$ cat config.mk
export PLATFORM = sky130hd
export DESIGN_NAME = i2c_master_transfer_sequencer
export DESIGN_NICKNAME = d
export VERILOG_FILES = /design/src/rtl/i2c_mts_pkg.sv /design/src/rtl/i2c_master_transfer_sequencer.sv /design/src/rtl/i2c_mts_txbuf.sv /design/src/rtl/i2c_mts_step.sv
export SDC_FILE = /design/constraint.sdc
export NUM_CORES = 1
export LEC_CHECK = 0
export BUFFER_PORTS_ARGS = -buffer_cell sky130_fd_sc_hd__buf_2
export CORE_MARGIN = 4
export CORE_UTILIZATION = 35
export DETAILED_ROUTE_END_ITERATION = 16
export GPL_TIMING_DRIVEN = 0
export MAX_ROUTING_LAYER = met4
export PLACE_DENSITY_LB_ADDON = 0.12
export REMOVE_ABC_BUFFERS = 1
export SLEW_MARGIN = 20
export SYNTH_ARGS = -nofsm -noshare
export SYNTH_HDL_FRONTEND = slang
export SYNTH_HIERARCHICAL = 1
export SYNTH_SLANG_ARGS = --single-unit
$ cat constraint.sdc
create_clock -name clock -period 3.2 [get_ports clock]
set_clock_uncertainty 0.15 [all_clocks]
set_input_delay 0.16 -clock clock [delete_from_list [all_inputs] [get_ports clock]]
set_output_delay 0.16 -clock clock [all_outputs]
set_load 0.02 [all_outputs]
$ cat src/rtl/i2c_mts_pkg.sv
// ----------------------------------------------------------------------------
// I2C master transfer sequencer - package
// Sizes, codes, and the structs passed between the sequencer modules.
// ----------------------------------------------------------------------------
`default_nettype none

package i2c_mts_pkg;

   // Transmit buffer depth and derived widths
   localparam int BUF_DEPTH = 16;
   localparam int IDX_W     = (BUF_DEPTH > 1) ? $clog2(BUF_DEPTH) : 1;
   localparam int POS_W     = $clog2(BUF_DEPTH + 1);
   localparam int CMP_W     = (POS_W > 5) ? POS_W : 5;

   // Request kinds
   localparam logic [1:0] KIND_LOAD  = 2'd0;
   localparam logic [1:0] KIND_START = 2'd1;
   localparam logic [1:0] KIND_EVENT = 2'd2;

   // Bus engine status codes (low three bits masked)
   localparam logic [7:0] ST_MASK      = 8'hF8;
   localparam logic [7:0] ST_BUS_ERR   = 8'h00;
   localparam logic [7:0] ST_START     = 8'h08;
   localparam logic [7:0] ST_REP_START = 8'h10;
   localparam logic [7:0] ST_SLAW_ACK  = 8'h18;
   localparam logic [7:0] ST_SLAW_NACK = 8'h20;
   localparam logic [7:0] ST_DATA_ACK  = 8'h28;
   localparam logic [7:0] ST_DATA_NACK = 8'h30;
   localparam logic [7:0] ST_ARB_LOST  = 8'h38;
   localparam logic [7:0] ST_SLAR_ACK  = 8'h40;
   localparam logic [7:0] ST_SLAR_NACK = 8'h48;
   localparam logic [7:0] ST_RX_ACK    = 8'h50;
   localparam logic [7:0] ST_RX_NACK   = 8'h58;
   localparam logic [7:0] ST_NO_INFO   = 8'hF8;
   localparam logic [7:0] ST_NONE      = 8'hFF;

   // Result status codes
   localparam logic [2:0] RES_BUSY     = 3'd0;
   localparam logic [2:0] RES_IDLE     = 3'd1;
   localparam logic [2:0] RES_NACK_ARB = 3'd2;
   localparam logic [2:0] RES_BUS_ERR  = 3'd3;
   localparam logic [2:0] RES_REJECT   = 3'd4;

   // Reported mode codes
   localparam logic [2:0] MODE_CODE_READY = 3'd0;
   localparam logic [2:0] MODE_CODE_INIT  = 3'd1;
   localparam logic [2:0] MODE_CODE_REP   = 3'd2;
   localparam logic [2:0] MODE_CODE_MT    = 3'd3;
   localparam logic [2:0] MODE_CODE_MR    = 3'd4;

   // Engine commands
   typedef enum logic [2:0] {
      CMD_NONE  = 3'd0,
      CMD_START = 3'd1,
      CMD_STOP  = 3'd2,
      CMD_TX    = 3'd3,
      CMD_ACK   = 3'd4,
      CMD_NACK  = 3'd5
   } cmd_type;

   // Sequencer mode, one-hot
   typedef enum logic [4:0] {
      MODE_READY = 5'b00001,
      MODE_INIT  = 5'b00010,
      MODE_REP   = 5'b00100,
      MODE_MT    = 5'b01000,
      MODE_MR    = 5'b10000
   } mode_type;

   // One request item
   typedef struct packed {
      logic [1:0] kind;
      logic [3:0] tx_slot;
      logic [7:0] data_byte;
      logic [4:0] tx_count;
      logic [4:0] rx_count;
      logic       keep_bus;
      logic [7:0] bus_status;
   } item_type;

   // Sequencer state
   typedef struct packed {
      mode_type         mode;
      logic [POS_W-1:0] tx_pos;
      logic [POS_W-1:0] tx_total;
      logic [POS_W-1:0] rx_pos;
      logic [POS_W-1:0] rx_total;
      logic             hold_bus;
      logic [7:0]       status;
   } seq_state_type;

   // Transmit buffer write port
   typedef struct packed {
      logic             en;
      logic [IDX_W-1:0] addr;
      logic [7:0]       data;
   } buf_wr_type;

   // One result item
   typedef struct packed {
      cmd_type    command;
      logic [7:0] tx_data;
      logic       rx_valid;
      logic [7:0] rx_byte;
      logic [3:0] rx_position;
      logic [2:0] mode_now;
      logic [2:0] result_status;
      logic [7:0] error_code;
   } result_type;

   // Mode to reported code
   function automatic logic [2:0] mode_code(input mode_type m);
      logic [2:0] c;
      case (m)
         MODE_INIT: c = MODE_CODE_INIT;
         MODE_REP:  c = MODE_CODE_REP;
         MODE_MT:   c = MODE_CODE_MT;
         MODE_MR:   c = MODE_CODE_MR;
         default:   c = MODE_CODE_READY;
      endcase
      return c;
   endfunction

endpackage

`default_nettype wire

$ cat src/rtl/i2c_master_transfer_sequencer.sv
// ----------------------------------------------------------------------------
// I2C master transfer sequencer - top level
// Each request (buffer load, transfer start or bus status event) passes
// through an input register, a single pass of decision logic that updates
// the sequencer state, and a result register holding the engine command.
// Exactly one result leaves for every request. The block takes one request
// per clock while the result channel does not stall: a request waits in the
// input register and moves to the result register once that is free or
// being drained, so throughput is one request per cycle, limited only by
// the state update loop through the decision logic. A stalled result holds
// while the input register keeps the next request. No clearing pass after
// reset; the transmit buffer must be loaded before the bytes a transfer sends.
// ----------------------------------------------------------------------------
`default_nettype none

module i2c_master_transfer_sequencer (
   input  wire logic        clock,
   input  wire logic        reset,
   // request channel
   input  wire logic        req_tvalid,
   output logic             req_tready,
   // tx_slot[3:0], data_byte[11:4], tx_count[16:12], rx_count[21:17],
   // keep_bus[22], bus_status[30:23], zero[31]
   input  wire logic [31:0] req_tdata,
   // kind[1:0]
   input  wire logic [1:0]  req_tuser,
   // result channel
   output logic             rsp_tvalid,
   input  wire logic        rsp_tready,
   // command[2:0], tx_data[10:3], rx_byte[18:11], rx_position[22:19],
   // mode_now[25:23], result_status[28:26], error_code[36:29], zero[39:37]
   output logic [39:0]      rsp_tdata,
   // rx_valid[0]
   output logic [0:0]       rsp_tuser
);

   i2c_mts_pkg::item_type      item_ff;
   logic                       in_valid_ff, in_valid_in;
   i2c_mts_pkg::seq_state_type state_ff, state_in;
   i2c_mts_pkg::result_type    res_ff, res_in;
   logic                       rsp_valid_ff, rsp_valid_in;
   i2c_mts_pkg::buf_wr_type    buf_wr;
   i2c_mts_pkg::buf_wr_type    buf_wr_raw;
   logic [7:0]                 rd_data, first_data;
   logic                       advance;
   logic                       req_take;

   // Handshake: advance when the result register is free or being drained
   assign advance      = in_valid_ff && (!rsp_valid_ff || rsp_tready);
   assign req_tready   = !in_valid_ff || advance;
   assign req_take     = req_tvalid && req_tready;
   assign in_valid_in  = req_take || (in_valid_ff && !advance);
   assign rsp_valid_in = advance || (rsp_valid_ff && !rsp_tready);

   // Input register
   always_ff @(posedge clock) begin
      if (reset) begin
         in_valid_ff <= 1'b0;
      end else begin
         in_valid_ff <= in_valid_in;
      end
      if (req_take) begin
         item_ff.kind       <= req_tuser;
         item_ff.tx_slot    <= req_tdata[3:0];
         item_ff.data_byte  <= req_tdata[11:4];
         item_ff.tx_count   <= req_tdata[16:12];
         item_ff.rx_count   <= req_tdata[21:17];
         item_ff.keep_bus   <= req_tdata[22];
         item_ff.bus_status <= req_tdata[30:23];
      end
   end

   // Transmit buffer
   i2c_mts_txbuf u_txbuf (
      .clock      (clock),
      .wr         (buf_wr),
      .rd_addr    (state_ff.tx_pos[i2c_mts_pkg::IDX_W-1:0]),
      .rd_data    (rd_data),
      .first_data (first_data)
   );

   // Decision logic
   i2c_mts_step u_step (
      .item       (item_ff),
      .cur        (state_ff),
      .rd_data    (rd_data),
      .first_data (first_data),
      .nxt        (state_in),
      .wr         (buf_wr_raw),
      .res        (res_in)
   );

   // Buffer write only on a request that is processed
   always_comb begin
      buf_wr    = buf_wr_raw;
      buf_wr.en = buf_wr_raw.en && advance;
   end

   // Sequencer state
   always_ff @(posedge clock) begin
      if (reset) begin
         state_ff.mode     <= i2c_mts_pkg::MODE_READY;
         state_ff.tx_pos   <= '0;
         state_ff.tx_total <= '0;
         state_ff.rx_pos   <= '0;
         state_ff.rx_total <= '0;
         state_ff.hold_bus <= 1'b0;
         state_ff.status   <= i2c_mts_pkg::ST_NONE;
      end else if (advance) begin
         state_ff <= state_in;
      end
   end

   // Result register
   always_ff @(posedge clock) begin
      if (reset) begin
         rsp_valid_ff <= 1'b0;
      end else begin
         rsp_valid_ff <= rsp_valid_in;
      end
      if (advance) begin
         res_ff <= res_in;
      end
   end

   // Result channel packing
   assign rsp_tvalid = rsp_valid_ff;
   assign rsp_tuser  = res_ff.rx_valid;
   assign rsp_tdata  = {3'b000, res_ff.error_code, res_ff.result_status, res_ff.mode_now,
                        res_ff.rx_position, res_ff.rx_byte, res_ff.tx_data,
                        res_ff.command};

endmodule

`default_nettype wire

$ cat src/rtl/i2c_mts_txbuf.sv
// ----------------------------------------------------------------------------
// I2C master transfer sequencer - transmit buffer
// Register file for the bytes to send; one write port, a read port at the
// current transmit index and a fixed read of the first (address) byte.
// ----------------------------------------------------------------------------
`default_nettype none

module i2c_mts_txbuf (
   input  wire logic                        clock,
   input  wire i2c_mts_pkg::buf_wr_type     wr,
   input  wire logic [i2c_mts_pkg::IDX_W-1:0] rd_addr,
   output logic [7:0]                       rd_data,
   output logic [7:0]                       first_data
);

   logic [7:0] store_ff [i2c_mts_pkg::BUF_DEPTH];

   // Write port, no reset: the user must see that entries are loaded before use; nothing here enforces it
   always_ff @(posedge clock) begin
      if (wr.en) begin
         store_ff[wr.addr] <= wr.data;
      end
   end

   // Read ports
   assign rd_data    = store_ff[rd_addr];
   assign first_data = store_ff[0];

endmodule

`default_nettype wire

$ cat src/rtl/i2c_mts_step.sv
// ----------------------------------------------------------------------------
// I2C master transfer sequencer - step logic
// Combinational decision for one request: next state, buffer write and the
// engine command with its status fields.
// ----------------------------------------------------------------------------
`default_nettype none

module i2c_mts_step (
   input  wire i2c_mts_pkg::item_type      item,
   input  wire i2c_mts_pkg::seq_state_type cur,
   input  wire logic [7:0]                 rd_data,
   input  wire logic [7:0]                 first_data,
   output i2c_mts_pkg::seq_state_type      nxt,
   output i2c_mts_pkg::buf_wr_type         wr,
   output i2c_mts_pkg::result_type         res
);

   localparam int PW = i2c_mts_pkg::POS_W;
   localparam int CW = i2c_mts_pkg::CMP_W;

   logic [7:0]    st;
   logic          rejected;
   logic          room;
   logic [PW-1:0] rx_after;

   assign st = item.bus_status & i2c_mts_pkg::ST_MASK;

   // Receive index with the incoming byte counted, if there is room for it
   assign room     = (cur.rx_pos < PW'(i2c_mts_pkg::BUF_DEPTH));
   assign rx_after = room ? (cur.rx_pos + PW'(1)) : cur.rx_pos;

   always_comb begin
      nxt         = cur;
      wr          = '0;
      res         = '0;
      res.command = i2c_mts_pkg::CMD_NONE;
      rejected    = 1'b0;

      case (item.kind)
         // Buffer load, ignored beyond the buffer
         i2c_mts_pkg::KIND_LOAD: begin
            if (CW'(item.tx_slot) < CW'(i2c_mts_pkg::BUF_DEPTH)) begin
               wr.en   = 1'b1;
               wr.addr = i2c_mts_pkg::IDX_W'(item.tx_slot);
               wr.data = item.data_byte;
            end
         end

         // Transfer start
         i2c_mts_pkg::KIND_START: begin
            if ((cur.mode != i2c_mts_pkg::MODE_READY && cur.mode != i2c_mts_pkg::MODE_REP)
                || CW'(item.tx_count) > CW'(i2c_mts_pkg::BUF_DEPTH)) begin
               rejected = 1'b1;
            end else begin
               nxt.tx_pos   = '0;
               nxt.tx_total = PW'(item.tx_count);
               nxt.rx_pos   = '0;
               nxt.rx_total = (CW'(item.rx_count) > CW'(i2c_mts_pkg::BUF_DEPTH)) ?
                              PW'(i2c_mts_pkg::BUF_DEPTH) : PW'(item.rx_count);
               nxt.hold_bus = item.keep_bus;
               if (cur.mode == i2c_mts_pkg::MODE_REP) begin
                  // bus already held: send the address byte straight away
                  res.tx_data = first_data;
                  nxt.tx_pos  = PW'(1);
                  res.command = i2c_mts_pkg::CMD_TX;
               end else begin
                  res.command = i2c_mts_pkg::CMD_START;
               end
               nxt.mode = i2c_mts_pkg::MODE_INIT;
            end
         end

         // Bus status event
         i2c_mts_pkg::KIND_EVENT: begin
            case (st)
               i2c_mts_pkg::ST_START, i2c_mts_pkg::ST_SLAW_ACK,
               i2c_mts_pkg::ST_DATA_ACK: begin
                  if (st == i2c_mts_pkg::ST_SLAW_ACK) begin
                     nxt.mode = i2c_mts_pkg::MODE_MT;
                  end
                  if (cur.tx_pos < cur.tx_total) begin
                     res.tx_data = rd_data;
                     nxt.tx_pos  = cur.tx_pos + PW'(1);
                     nxt.status  = i2c_mts_pkg::ST_NO_INFO;
                     res.command = i2c_mts_pkg::CMD_TX;
                  end else if (cur.hold_bus) begin
                     nxt.status  = i2c_mts_pkg::ST_NO_INFO;
                     res.command = i2c_mts_pkg::CMD_START;
                  end else begin
                     nxt.mode    = i2c_mts_pkg::MODE_READY;
                     nxt.status  = i2c_mts_pkg::ST_NONE;
                     res.command = i2c_mts_pkg::CMD_STOP;
                  end
               end

               i2c_mts_pkg::ST_SLAR_ACK: begin
                  nxt.mode    = i2c_mts_pkg::MODE_MR;
                  nxt.status  = i2c_mts_pkg::ST_NO_INFO;
                  res.command = ((PW+1)'(cur.rx_pos) + (PW+1)'(1) < (PW+1)'(cur.rx_total)) ?
                                i2c_mts_pkg::CMD_ACK : i2c_mts_pkg::CMD_NACK;
               end

               i2c_mts_pkg::ST_RX_ACK: begin
                  res.rx_valid    = room;
                  res.rx_byte     = room ? item.data_byte : 8'h00;
                  res.rx_position = room ? 4'(cur.rx_pos) : 4'h0;
                  nxt.rx_pos      = rx_after;
                  nxt.status      = i2c_mts_pkg::ST_NO_INFO;
                  res.command     = ((PW+1)'(rx_after) + (PW+1)'(1) < (PW+1)'(cur.rx_total)) ?
                                    i2c_mts_pkg::CMD_ACK : i2c_mts_pkg::CMD_NACK;
               end

               i2c_mts_pkg::ST_RX_NACK: begin
                  res.rx_valid    = room;
                  res.rx_byte     = room ? item.data_byte : 8'h00;
                  res.rx_position = room ? 4'(cur.rx_pos) : 4'h0;
                  nxt.rx_pos      = rx_after;
                  nxt.status      = i2c_mts_pkg::ST_NONE;
                  if (cur.hold_bus) begin
                     res.command = i2c_mts_pkg::CMD_START;
                  end else begin
                     nxt.mode    = i2c_mts_pkg::MODE_READY;
                     res.command = i2c_mts_pkg::CMD_STOP;
                  end
               end

               // NACK or lost arbitration
               i2c_mts_pkg::ST_SLAR_NACK, i2c_mts_pkg::ST_SLAW_NACK,
               i2c_mts_pkg::ST_DATA_NACK, i2c_mts_pkg::ST_ARB_LOST: begin
                  if (cur.hold_bus) begin
                     nxt.status  = st;
                     res.command = i2c_mts_pkg::CMD_START;
                  end else begin
                     nxt.mode    = i2c_mts_pkg::MODE_READY;
                     nxt.status  = i2c_mts_pkg::ST_NONE;
                     res.command = i2c_mts_pkg::CMD_STOP;
                  end
               end

               i2c_mts_pkg::ST_REP_START: begin
                  nxt.mode = i2c_mts_pkg::MODE_REP;
               end

               i2c_mts_pkg::ST_BUS_ERR: begin
                  nxt.status  = i2c_mts_pkg::ST_BUS_ERR;
                  nxt.mode    = i2c_mts_pkg::MODE_READY;
                  res.command = i2c_mts_pkg::CMD_STOP;
               end

               default: begin
               end
            endcase
         end

         default: begin
         end
      endcase

      // Mode and status after the request
      res.mode_now = i2c_mts_pkg::mode_code(nxt.mode);
      if (rejected) begin
         res.result_status = i2c_mts_pkg::RES_REJECT;
         res.error_code    = 8'hFF;
      end else if (nxt.status == i2c_mts_pkg::ST_NO_INFO) begin
         res.result_status = i2c_mts_pkg::RES_BUSY;
         res.error_code    = 8'hFF;
      end else if (nxt.status == i2c_mts_pkg::ST_NONE) begin
         res.result_status = i2c_mts_pkg::RES_IDLE;
         res.error_code    = 8'hFF;
      end else begin
         res.result_status = (nxt.status == i2c_mts_pkg::ST_BUS_ERR) ?
                             i2c_mts_pkg::RES_BUS_ERR : i2c_mts_pkg::RES_NACK_ARB;
         res.error_code    = nxt.status;
      end
   end

endmodule

`default_nettype wire

==> impl_metrics.csv <==
group,metric,value,unit
timing,period_needed,2.98,ns
power,p_leak,4.60,nW
cts,clock_sinks,232,
floorplan,fp-row-count,63,
cts,cts_tree,"built",
worst_setup_path,critPathTopFamily,"adder cells",
synth,synthCells,778,
drt,vias,6608,
cts,htree_levels,1,
place,dpl.hpwl,16.1,mm
power,ir_drop,395,uV
worst_setup_path,criticalPathCategory,"flop to flop",
place,gp_congestion,0.852,
grt,grt_pass1_wl,38.3,mm
grt,grt.overflow.total,0,
floorplan,fp.coreArea,30000,sq um
cts,clk_pin_slew,0.06,ns
worst_setup_path,crit_chain,"ha_1, mux2_2, ha_1, ha_1, a21boi_0, o21a_1, o21a_1, o21ai_1, nand4b_1, o2111ai_2, a311oi_2",
place,io_buffers,73,
floorplan,dieHeight,183,microns
drt,drc_errors,0,
worst_setup_path,critPathMostFrequentCell,"ha_1",
floorplan,ios,81,
drt,wl_per_cell,18.8,microns
worst_setup_path,cp_num_buf_inv,0,
power,total_power,0.00694,W
timing,timing.slew.headroom,31.3,%
grt,grt.total_usage,14.8,%
status,status,"completed",
final_layout,nets,937,
synth,syn_area_per_cell,13.8,sq um
timing,finalSetupViolCount,0,
floorplan,die-area,33600,sq um
worst_setup_path,cp.arrival,3.09,ns
synth,synth_warnings,6,
final_layout,area_growth,19.6,%
worst_setup_path,slowest_delay,0.36,ns
timing,worstMarginPinSlew,1.03,ns
drt,totalWireLength,24.3,mm
drt,drt_iter0_markers,476,
floorplan,die_w,183,microns
worst_setup_path,cp_slowest_cell,"dfxtp_2",
place,dp.cells,1207,
grt,grt_max_degree,71,
timing,slew_viol_final,0,
timing,fmax,335,MHz
timing,finalCritPeriodShare,93.2,%
timing,rsz0062_at_grt,"no",
cts,clkLatencyLatePin,0.55,ns
cts,cts_max_path_buffers,3,
drt,dr.pass1.iters,6,
cts,post_cts_buffers,0,
grt,antenna_found_initial,0,
final_layout,drive_gt1_share,20.8,%
final_layout,antenna_cells,0,
worst_setup_path,crit_required,3.31,ns
synth,syn_area,10800,sq um
worst_setup_path,end_kind,"flop",
job,maxCapViolCount,0,
power,power_per_cell_area,539,nW/um^2
cts,numCtsBuffers,27,
grt,first_global_vias,6879,
final_layout,layout.cells.non_filler,1290,
worst_setup_path,startpoint_type,"flop",
timing,hold_violations,0,
floorplan,start_util,35.9,%
hold_path,hold_class,"primary input to flop",
cts,root_buffer,"clkbuf_16",
drt,vias_per_cell,5.12,
drt,ant_nets,0,
worst_setup_path,critPathMaxFanout,7,
==> through the flow <==
stage	TNS (ns)	hold WS [ns]	utilization, %	instance area [sq um]	setup WS (ns)
after floorplan	-154.99	0.0791	-	10500	-1.57
after global placement	-439.59	0.188	37.8	11400	-3.32
after detailed placement	-2.93	0.188	38.5	11600	-0.340
after CTS	0	0.131	42.7	12800	0.00590
after global routing	0	0.156	42.9	12900	0.0110
final	0	0.156	42.9	12900	0.218
==> sequential cells by signal, summed over array words and instances, names as in the netlist <==
name              count
rsp_tvalid            1
item_ff              30
in_valid_ff           1
rsp_tdata            37
rsp_tuser             1
state_ff             34
u_txbuf/store_ff    128
==> routing by layer <==
layer | GRT usage (%) | wire length [microns]
met1 | 17.5 | 10000
met2 | 26.5 | 12800
met3 | 2.08 | 864
met4 | 3.61 | 544
met5 | - | 0
==> worst register-to-register path, delay by kind of cell, from the launching register on <==
family	cells	cell delay (ns)
AOI/OAI and AO/OA	6	0.83
muxes	1	0.29
adders and majority gates	3	0.90
DFF	1	0.36
and+or+nand+nor	1	0.17
==> what timing repair did <==
action	in CTS	in global routing
endpoints found under the setup margin	12	24
hold buffers	33	0
pin swaps	0	1
gates resized for setup	2	14
hold endpoints to repair	45	0
==> layout make-up <==
cell class              instances  area, sq um
inverters                      23         86.3
clock buffers                  30          687
multi-input cells             481         3880
clock inverters                20          246
repair buffers                114          861
flip-flops and latches        232         6620
fillers                      2716        17200
well taps                     390          488
==> cell usage in the layout (no fill, tap or decap), types with 23 or more instances in the layout <==
cell type and instances:
nor2_1 52, dfxtp_1 31, dlygate4sd3_1 33, nand2_1 50, buf_2 73, inv_1 23, mux2i_1 34, nand2b_1 61
clkbuf_16 27, o21ai_0 29, and2_1 28, edfxtp_1 196
==> power breakdown <==
| group | internal, W | total [W] | switching (W) | leakage, nW |
|---|---|---|---|---|
| registers | 0.00332 | 0.00336 | 0.0000351 | 2.24 |
| logic | 0.000157 | 0.000383 | 0.000226 | 1.92 |
| clock network | 0.00196 | 0.00320 | 0.00124 | 0.449 |
| total | 0.00544 | 0.00694 | 0.00150 | 4.60 |
==> path summary, 6_finish.rpt <==
path	startpoint	to	slack [ns]	depth (start not counted)
worst min register to register	state_ff[23]	state_ff[23]	0.32	2
worst max-delay path	state_ff[14]	rsp_tdata[0]	0.22	11
worst min-delay path	reset	rsp_tvalid	0.16	2
worst max register to register	state_ff[14]	rsp_tdata[0]	0.22	11
Note: power is estimated with default switching activity, not from simulation.
